[config.mk]
export PLATFORM = sky130hd
export DESIGN_NAME = tps_mod_pipe
export DESIGN_NICKNAME = d
export VERILOG_FILES = /design/src/hw/rtl/tps_pkg.sv /design/src/hw/rtl/tps_mod_pipe.sv
export SDC_FILE = /design/constraint.sdc
export NUM_CORES = 2
export LEC_CHECK = 0
export BUFFER_PORTS_ARGS = -buffer_cell sky130_fd_sc_hd__buf_2
export CAP_MARGIN = 10
export CORE_MARGIN = 8
export CORE_UTILIZATION = 55
export CTS_CLUSTER_SIZE = 8
export DETAILED_ROUTE_END_ITERATION = 8
export MAX_ROUTING_LAYER = met4
export PLACE_DENSITY = 0.71
export SLEW_MARGIN = 20
export SYNTH_ARGS = -nofsm -noshare
export SYNTH_HDL_FRONTEND = slang
export SYNTH_SLANG_ARGS = --single-unit
[constraint.sdc]
create_clock -name clk -period 8.8 [get_ports clk]
set_clock_uncertainty 0.15 [all_clocks]
set_input_delay 0.88 -clock clk [delete_from_list [all_inputs] [get_ports clk]]
set_output_delay 0.88 -clock clk [all_outputs]
set_load 0.03 [all_outputs]
[src/hw/rtl/tps_pkg.sv]
// tps_pkg: shared widths, phase and register codes, and sideband types for the
// trapezoid pulse source. No dependencies.
`default_nettype none

package tps_pkg;

    localparam int TW    = 32;  // tick width
    localparam int LW    = 16;  // level width, Q8.8
    localparam int CW    = 16;  // cycle count width
    localparam int QW    = 16;  // ramp quotient width (|delta| < 2^16)
    localparam int PRODW = 48;  // |delta| * elapsed
    localparam int IDXW  = 3;

    localparam logic [1:0] PH_IDLE = 2'd0;
    localparam logic [1:0] PH_RISE = 2'd1;
    localparam logic [1:0] PH_HIGH = 2'd2;
    localparam logic [1:0] PH_FALL = 2'd3;

    localparam logic [IDXW-1:0] REG_LEVEL_LOW  = 3'd0;
    localparam logic [IDXW-1:0] REG_LEVEL_HIGH = 3'd1;
    localparam logic [IDXW-1:0] REG_DELAY      = 3'd2;
    localparam logic [IDXW-1:0] REG_RISE       = 3'd3;
    localparam logic [IDXW-1:0] REG_FALL       = 3'd4;
    localparam logic [IDXW-1:0] REG_ON         = 3'd5;
    localparam logic [IDXW-1:0] REG_PERIOD     = 3'd6;
    localparam logic [IDXW-1:0] REG_CYCLES     = 3'd7;

    typedef struct packed {
        logic win;
    } mod_side_t;

    typedef struct packed {
        logic signed [LW-1:0] base;
        logic                 neg;
        logic [1:0]           phase;
    } div_side_t;

endpackage

`default_nettype wire

[src/hw/rtl/tps_mod_pipe.sv]
// tps_mod_pipe: pipelined restoring remainder, one dividend bit per stage.
// Depends on tps_pkg.
`default_nettype none

module tps_mod_pipe import tps_pkg::*; (
    input  wire logic          clk,
    input  wire logic          rst_n,
    input  wire logic          en,
    input  wire logic          in_valid,
    input  wire logic [TW-1:0] in_x,
    input  wire mod_side_t     in_side,
    input  wire logic [TW-1:0] period,
    output logic               out_valid,
    output logic [TW-1:0]      out_rem,
    output mod_side_t          out_side
);

    logic            vld_reg  [TW];
    logic [TW-1:0]   rem_reg  [TW];
    logic [TW-1:0]   x_reg    [TW];
    mod_side_t       side_reg [TW];
    logic [TW-1:0]   rem_next [TW];
    logic [TW-1:0]   x_next   [TW];
    logic [TW-1:0]   src_rem  [TW];
    logic [TW-1:0]   src_x    [TW];
    logic [TW:0]     trial    [TW];

    always_comb
    begin
        src_rem[0] = '0;
        src_x[0]   = in_x;
        for (int k = 1; k < TW; k++)
        begin
            src_rem[k] = rem_reg[k-1];
            src_x[k]   = x_reg[k-1];
        end
        for (int k = 0; k < TW; k++)
        begin
            trial[k] = {src_rem[k], src_x[k][TW-1]};
            if (trial[k] >= {1'b0, period})
                rem_next[k] = TW'(trial[k] - {1'b0, period});
            else
                rem_next[k] = trial[k][TW-1:0];
            x_next[k] = {src_x[k][TW-2:0], 1'b0};
        end
    end

    always_ff @(posedge clk or negedge rst_n)
    begin
        if (!rst_n)
        begin
            for (int k = 0; k < TW; k++)
                vld_reg[k] <= 1'b0;
        end
        else if (en)
        begin
            vld_reg[0] <= in_valid;
            for (int k = 1; k < TW; k++)
                vld_reg[k] <= vld_reg[k-1];
        end
    end

    always_ff @(posedge clk)
    begin
        if (en)
        begin
            side_reg[0] <= in_side;
            for (int k = 0; k < TW; k++)
            begin
                rem_reg[k] <= rem_next[k];
                x_reg[k]   <= x_next[k];
            end
            for (int k = 1; k < TW; k++)
                side_reg[k] <= side_reg[k-1];
        end
    end

    assign out_valid = vld_reg[TW-1];
    assign out_rem   = rem_reg[TW-1];
    assign out_side  = side_reg[TW-1];

endmodule

`default_nettype wire

; After elaboration in Yosys (flattened, before gate mapping)
; Memories as Yosys holds them, arrays and structs flattened.
; Cells that the tools add are included.
[op_classes]
n_addsub = 32
n_lt_le_gt_ge = 32
muxes = 34
[op_table]
columns = op, n
row1 = 32-bit 2-to-1 mux, 32
row2 = 33-bit by 32-bit greater-or-equal comparator with 1-bit output, 31
row3 = 32-bit subtractor, 31
row4 = 1-bit by 32-bit greater-or-equal comparator with 1-bit output, 1
row5 = 1-bit by 32-bit subtractor with 32-bit output, 1
row6 = 1-bit 2-to-1 mux, 2
[word_totals]
ff_bits = 32
mem_bits_rw = 2048
inputBits = 69
output_inout_bits = 34
n_memories = 3
[memory_table]
columns = memory, depth, width, read_ports, rd_ports_with_merged_regs, wr, line
row1 = rem_reg, 32, 32, 32, 0, 32, tps_mod_pipe.sv:19  ; logic [TW-1:0] rem_reg [TW];
row2 = x_reg, 32, 31, 31, 0, 32, tps_mod_pipe.sv:20  ; logic [TW-1:0] x_reg [TW];
row3 = side_reg, 32, 1, 32, 0, 32, tps_mod_pipe.sv:21  ; mod_side_t side_reg [TW];

; Depth between registers and ports, before layout
; An unclocked memory read counts as a cell.
[depth]
depth_word = 3
ltp_mapped = 16
ltp_nobuf = 15

; Worst setup path after synthesis
; No wires, ideal clock.
[synth_timing]
path_type = input-to-reg
from = in period[1]
to = mem rem_reg[18][2], in the netlist rem_reg[1][66], data pin
setup_ps = 260
arrival_ps = 5822
slack_ps = 2567
path_stages = 15
path_cell_list = inv_1 ha_1 nor2b_4 o31a_1 o21ai_2 a21oi_2 a211o_4 a221oi_4 o21ai_2 o21ai_1 a211oi_1 or4_1 buf_6 buf_12 mux2_4
[synth_rtl]
columns = item, line
row1 = from (decl), tps_mod_pipe.sv:12  ; input wire logic [TW-1:0] period,
row2 = to (decl), tps_mod_pipe.sv:19

==> results.txt <==
----------------------------------------------------
[STA]
  Count of endpoints failing setup in the final report ... 0
  Relative slew slack ... 25.4%
  Final worst path period share ... slightly below 60%
  Setup slack of the critical path after layout ... ~3.6 ns
  Time the worst path needs with I/O delays and setup ... 5.24 ns
  Max-slew violation count ... 0
  Setup repair after global routing missed its margin ... false
  Number of failing hold endpoints at the final stage ... 0
  Setup total negative slack ... 0 ns
  Slew at the pin with the worst max-slew slack ... 1.12 ns
  Max Freq ... 191 MHz
  Hold Worst Slack ... 0.0600 ns

[Die]
  Total die area ... 0.210 sq mm
  Starting Density ... 55.3%
  Horiz. Die Dim ... 459 microns
  Number of placement rows ... 162
  Floorplan core area ... 0.195 sq mm
  I/O pin count ... ~100
  Vertical die dimension ... roughly 460 microns

[Final layout]
  Number of filler instances in the final layout ... 15858
  Fraction of final layout cells with drive strength greater than 1 ... 9.93%
  Largest register FFs ... 1024
  Area of the multi-input gates ... 0.0580 sq mm
  Synthesis-to-finish area growth ... 9.16%
  Cell area after layout ... 0.118 sq mm
  Area occupied by registers ... 0.0474 sq mm
  Total Nets Final ... 11498
  Total inserted antenna cells ... 0

[Synthesis]
  Avg Cell Area, Syn ... between 10 and 15 sq um
  Yosys warnings ... 0
  Post-synthesis instance total ... 10256
  Number of library cell types mapped by synthesis ... 97
  Synth Flop Type ... sky130_fd_sc_hd__edfxtp_1
  Mapped Nets ... 11350
  Flip-flop and latch count after synthesis ... 1584
  Register area share after synthesis ... 44.0%
  Post-synth ARST share ... around 2%
  EDFF count, synth ... 1552
  Cell area after synthesis ... 0.108 sq mm

[Power]
  Cell Pwr Density ... approximately 420 mW/mm^2
  Leakage component of the power ... 47.1 nW
  Peak supply drop ... 0.000266 V

[Clocking]
  Buffer depth of the longest clock path ... 3
  Post-CTS setup buffer count ... 0
  Post-CTS Hold Fix Bufs ... 28
  Sinks on Clock Net ... 1584
  Clock Pin Slew Worst Setup and Hold Paths ... ~0.050 ns
  H-tree levels ... 4
  Clk_lat worst skew ... 0.92 ns
  Clock Root Buffer ... sky130_fd_sc_hd__clkbuf_16
  Gates resized, CTS repair ... 0
  TritonCTS clock tree ... built
  Inserted Clock Buffers ... 220

[Setup path]
  Path depth of the worst reg2reg path ... 15
  Data required time at the worst endpoint ... 9.26 ns
  CP Cell Sequence ... buf_2 > inv_2 > buf_4 > ha_1 > nand3_1 > o21bai_1 > a31oi_1 > o311ai_1 > a21oi_1 > a221oi_1 > o21ai_1 > a211o_1 > a41oi_4 > buf_12 > mux2_2
  Arrival time worst endpoint ... around 5.7 ns
  Critical Path Max Stage Delay ... 0.64 ns
  Crit Path Class ... in -> reg
  Endpoint class of the critical path ... flop
  Critical path launch point ... period[3]
  Cell type of the slowest stage on the worst timing path ... sky130_fd_sc_hd__a41oi_4
  Kind of start point of the critical path ... input pin
  Termination of the worst setup path ... rem_reg[1][6]
  Reg2Reg Launch Point ... x_reg[1][278]
  End of the worst register-to-register path ... rem_reg[1][318]
  Reg-to-reg slack, setup ... 4.00 ns
  Maximum net fanout on the critical path ... 37

[GRT]
  Number of global-route vias before repair ... 79455
  Wire length of the first global-routing pass ... 462 mm
  Pin count of the biggest net entering global routing ... 183
  Total Routing Usage GR ... 28.9%
  Antenna violations before repair ... 10
  GR Overflow Total ... 0

[Route]
  Total routed wirelength ... 307 mm
  DRC violation count after routing ... 0
  Via count of the routed design ... 82467
  Count of routing violations after the opening detailed-route iteration ... 7471
  Number of nets still failing antenna checks after routing ... 0
  Detailed-route vias per instance ... 6.30
  Routed length per placed instance ... roughly 23 microns
  Number of detailed-routing iterations run before antenna repair ... 9

[Worst hold path]
  Worst min-delay path category ... in -> reg

[Flow run]
  Count of max-cap constraint violations ... 0

[Outcome]
  Run status ... finished clean

[Placement]
  Gpl congestion ... 0.977
  Dpl cell area ... ~0.11 sq mm
  Count of input and output buffers ... roughly 100
  Half-perimeter wire length after detailed placement ... 220 mm
  DP Worst Slack ... 2.67 ns

----------------------------------------------------
-- power by group --
group / internal, mW / leakage [nW] / total, mW / switching [mW]
Clock: 4.46 / 2.92 / 7.67 / 3.21
Combinational: 11.7 / 28.6 / 26.5 / 14.8
Sequential: 12.7 / 15.6 / 15.0 / 2.35
-- cells in the mapped netlist (all sizes together) (152+ instances only) --
cell	n	area [sq um]
edfxtp	1552	46600
a21oi	1024	5130
ha	994	12400
nand2	814	3060
o21ai	776	3890
nor2	623	2340
a21o	532	3990
xnor2	508	4450
mux2	469	5390
xor2	339	2970
inv	308	1160
clkbuf	216	811
nand3	178	891
nand2b	152	951
-- worst min-delay path by stage --
stage               depth (start not counted)         endpoint       startpoint  slack, ns
CTS                                         1      x_reg[0][0]          in_x[0]      0.004
floorplan                                   0  side_reg[0][10]   side_reg[0][9]       0.25
detailed placement                          0  side_reg[0][11]  side_reg[0][10]       0.25
global placement                            0     x_reg[1][28]    x_reg[0][492]       0.25
finish                                      1      x_reg[0][9]          in_x[9]       0.06
global route                                1      x_reg[0][9]          in_x[9]       0.03
-- cells by family after synthesis --
| kind of cell | Yosys count | synth area share [%] |
|---|---|---|
| mux | 489 | 5.19 |
| fa+ha+maj | 1025 | 12.1 |
| simple gates | 2457 | 10.7 |
| xor+xnor | 847 | 6.88 |
| flops | 1584 | 44.0 |
| compound gates | 3239 | 18.8 |
| buf+inv | 615 | 2.36 |
-- per-layer routing --
layer	global-route usage, %	up-vias	share of wire, %
li1	-	38993	-
met1	35.2	39594	41
met2	46.1	2989	46
met3	4.12	891	6.4
met4	16.7	0	7.0
met5	-	-	0
-- cell type report --
cell class	count	area share (%)
flip-flops and latches	1584	40.3
multi-input cells	8057	49.3
clock buffers	256	4.80
clock inverters	25	0.331
inverters	308	0.985
well taps	2624	2.79
repair buffers	233	1.49
-- per-stage QoR --
| stage | total power [mW] | util, % | std cells |
|---|---|---|---|
| 3_5_place_dp | 40.9 | 57.2 | 12778 |
| 6_report | 49.1 | 60.4 | 13087 |
| 5_1_grt | 52.3 | 60.4 | 13087 |
| 3_3_place_gp | 40.4 | 57.2 | 12778 |
| 4_1_cts | 48.9 | 60.4 | 13087 |
| 2_1_floorplan | 34.2 | - | 10256 |
-- placed cells by master (no fill, tap or decap), types with 59 or more instances in the layout --
cell	n
sky130_fd_sc_hd__nand3_1	178
sky130_fd_sc_hd__nand4_1	143
sky130_fd_sc_hd__o21ai_0	766
sky130_fd_sc_hd__a21o_1	532
sky130_fd_sc_hd__nor2_1	622
sky130_fd_sc_hd__edfxtp_1	1552
sky130_fd_sc_hd__a211oi_1	77
sky130_fd_sc_hd__a21oi_1	1021
sky130_fd_sc_hd__nand2b_1	152
sky130_fd_sc_hd__buf_4	90
sky130_fd_sc_hd__o21bai_1	144
sky130_fd_sc_hd__nor2b_1	119
sky130_fd_sc_hd__inv_1	277
sky130_fd_sc_hd__xor2_1	339
sky130_fd_sc_hd__ha_1	994
sky130_fd_sc_hd__clkbuf_16	220
sky130_fd_sc_hd__buf_2	100
sky130_fd_sc_hd__nand2_1	813
sky130_fd_sc_hd__o31ai_1	59
sky130_fd_sc_hd__nor3_1	117
sky130_fd_sc_hd__o21a_1	126
sky130_fd_sc_hd__xnor2_1	508
sky130_fd_sc_hd__and3_1	85
sky130_fd_sc_hd__mux2_2	440
sky130_fd_sc_hd__a31oi_1	96
-- worst max-delay path, delay by kind of cell --
family / cells / cell delay [ns]
compound gates: 8 / 2.52
buf+inv: 4 / 1.41
fa+ha+maj: 1 / 0.34
simple gates: 1 / 0.14
mux: 1 / 0.35
Power figures use the tool's default switching activity.
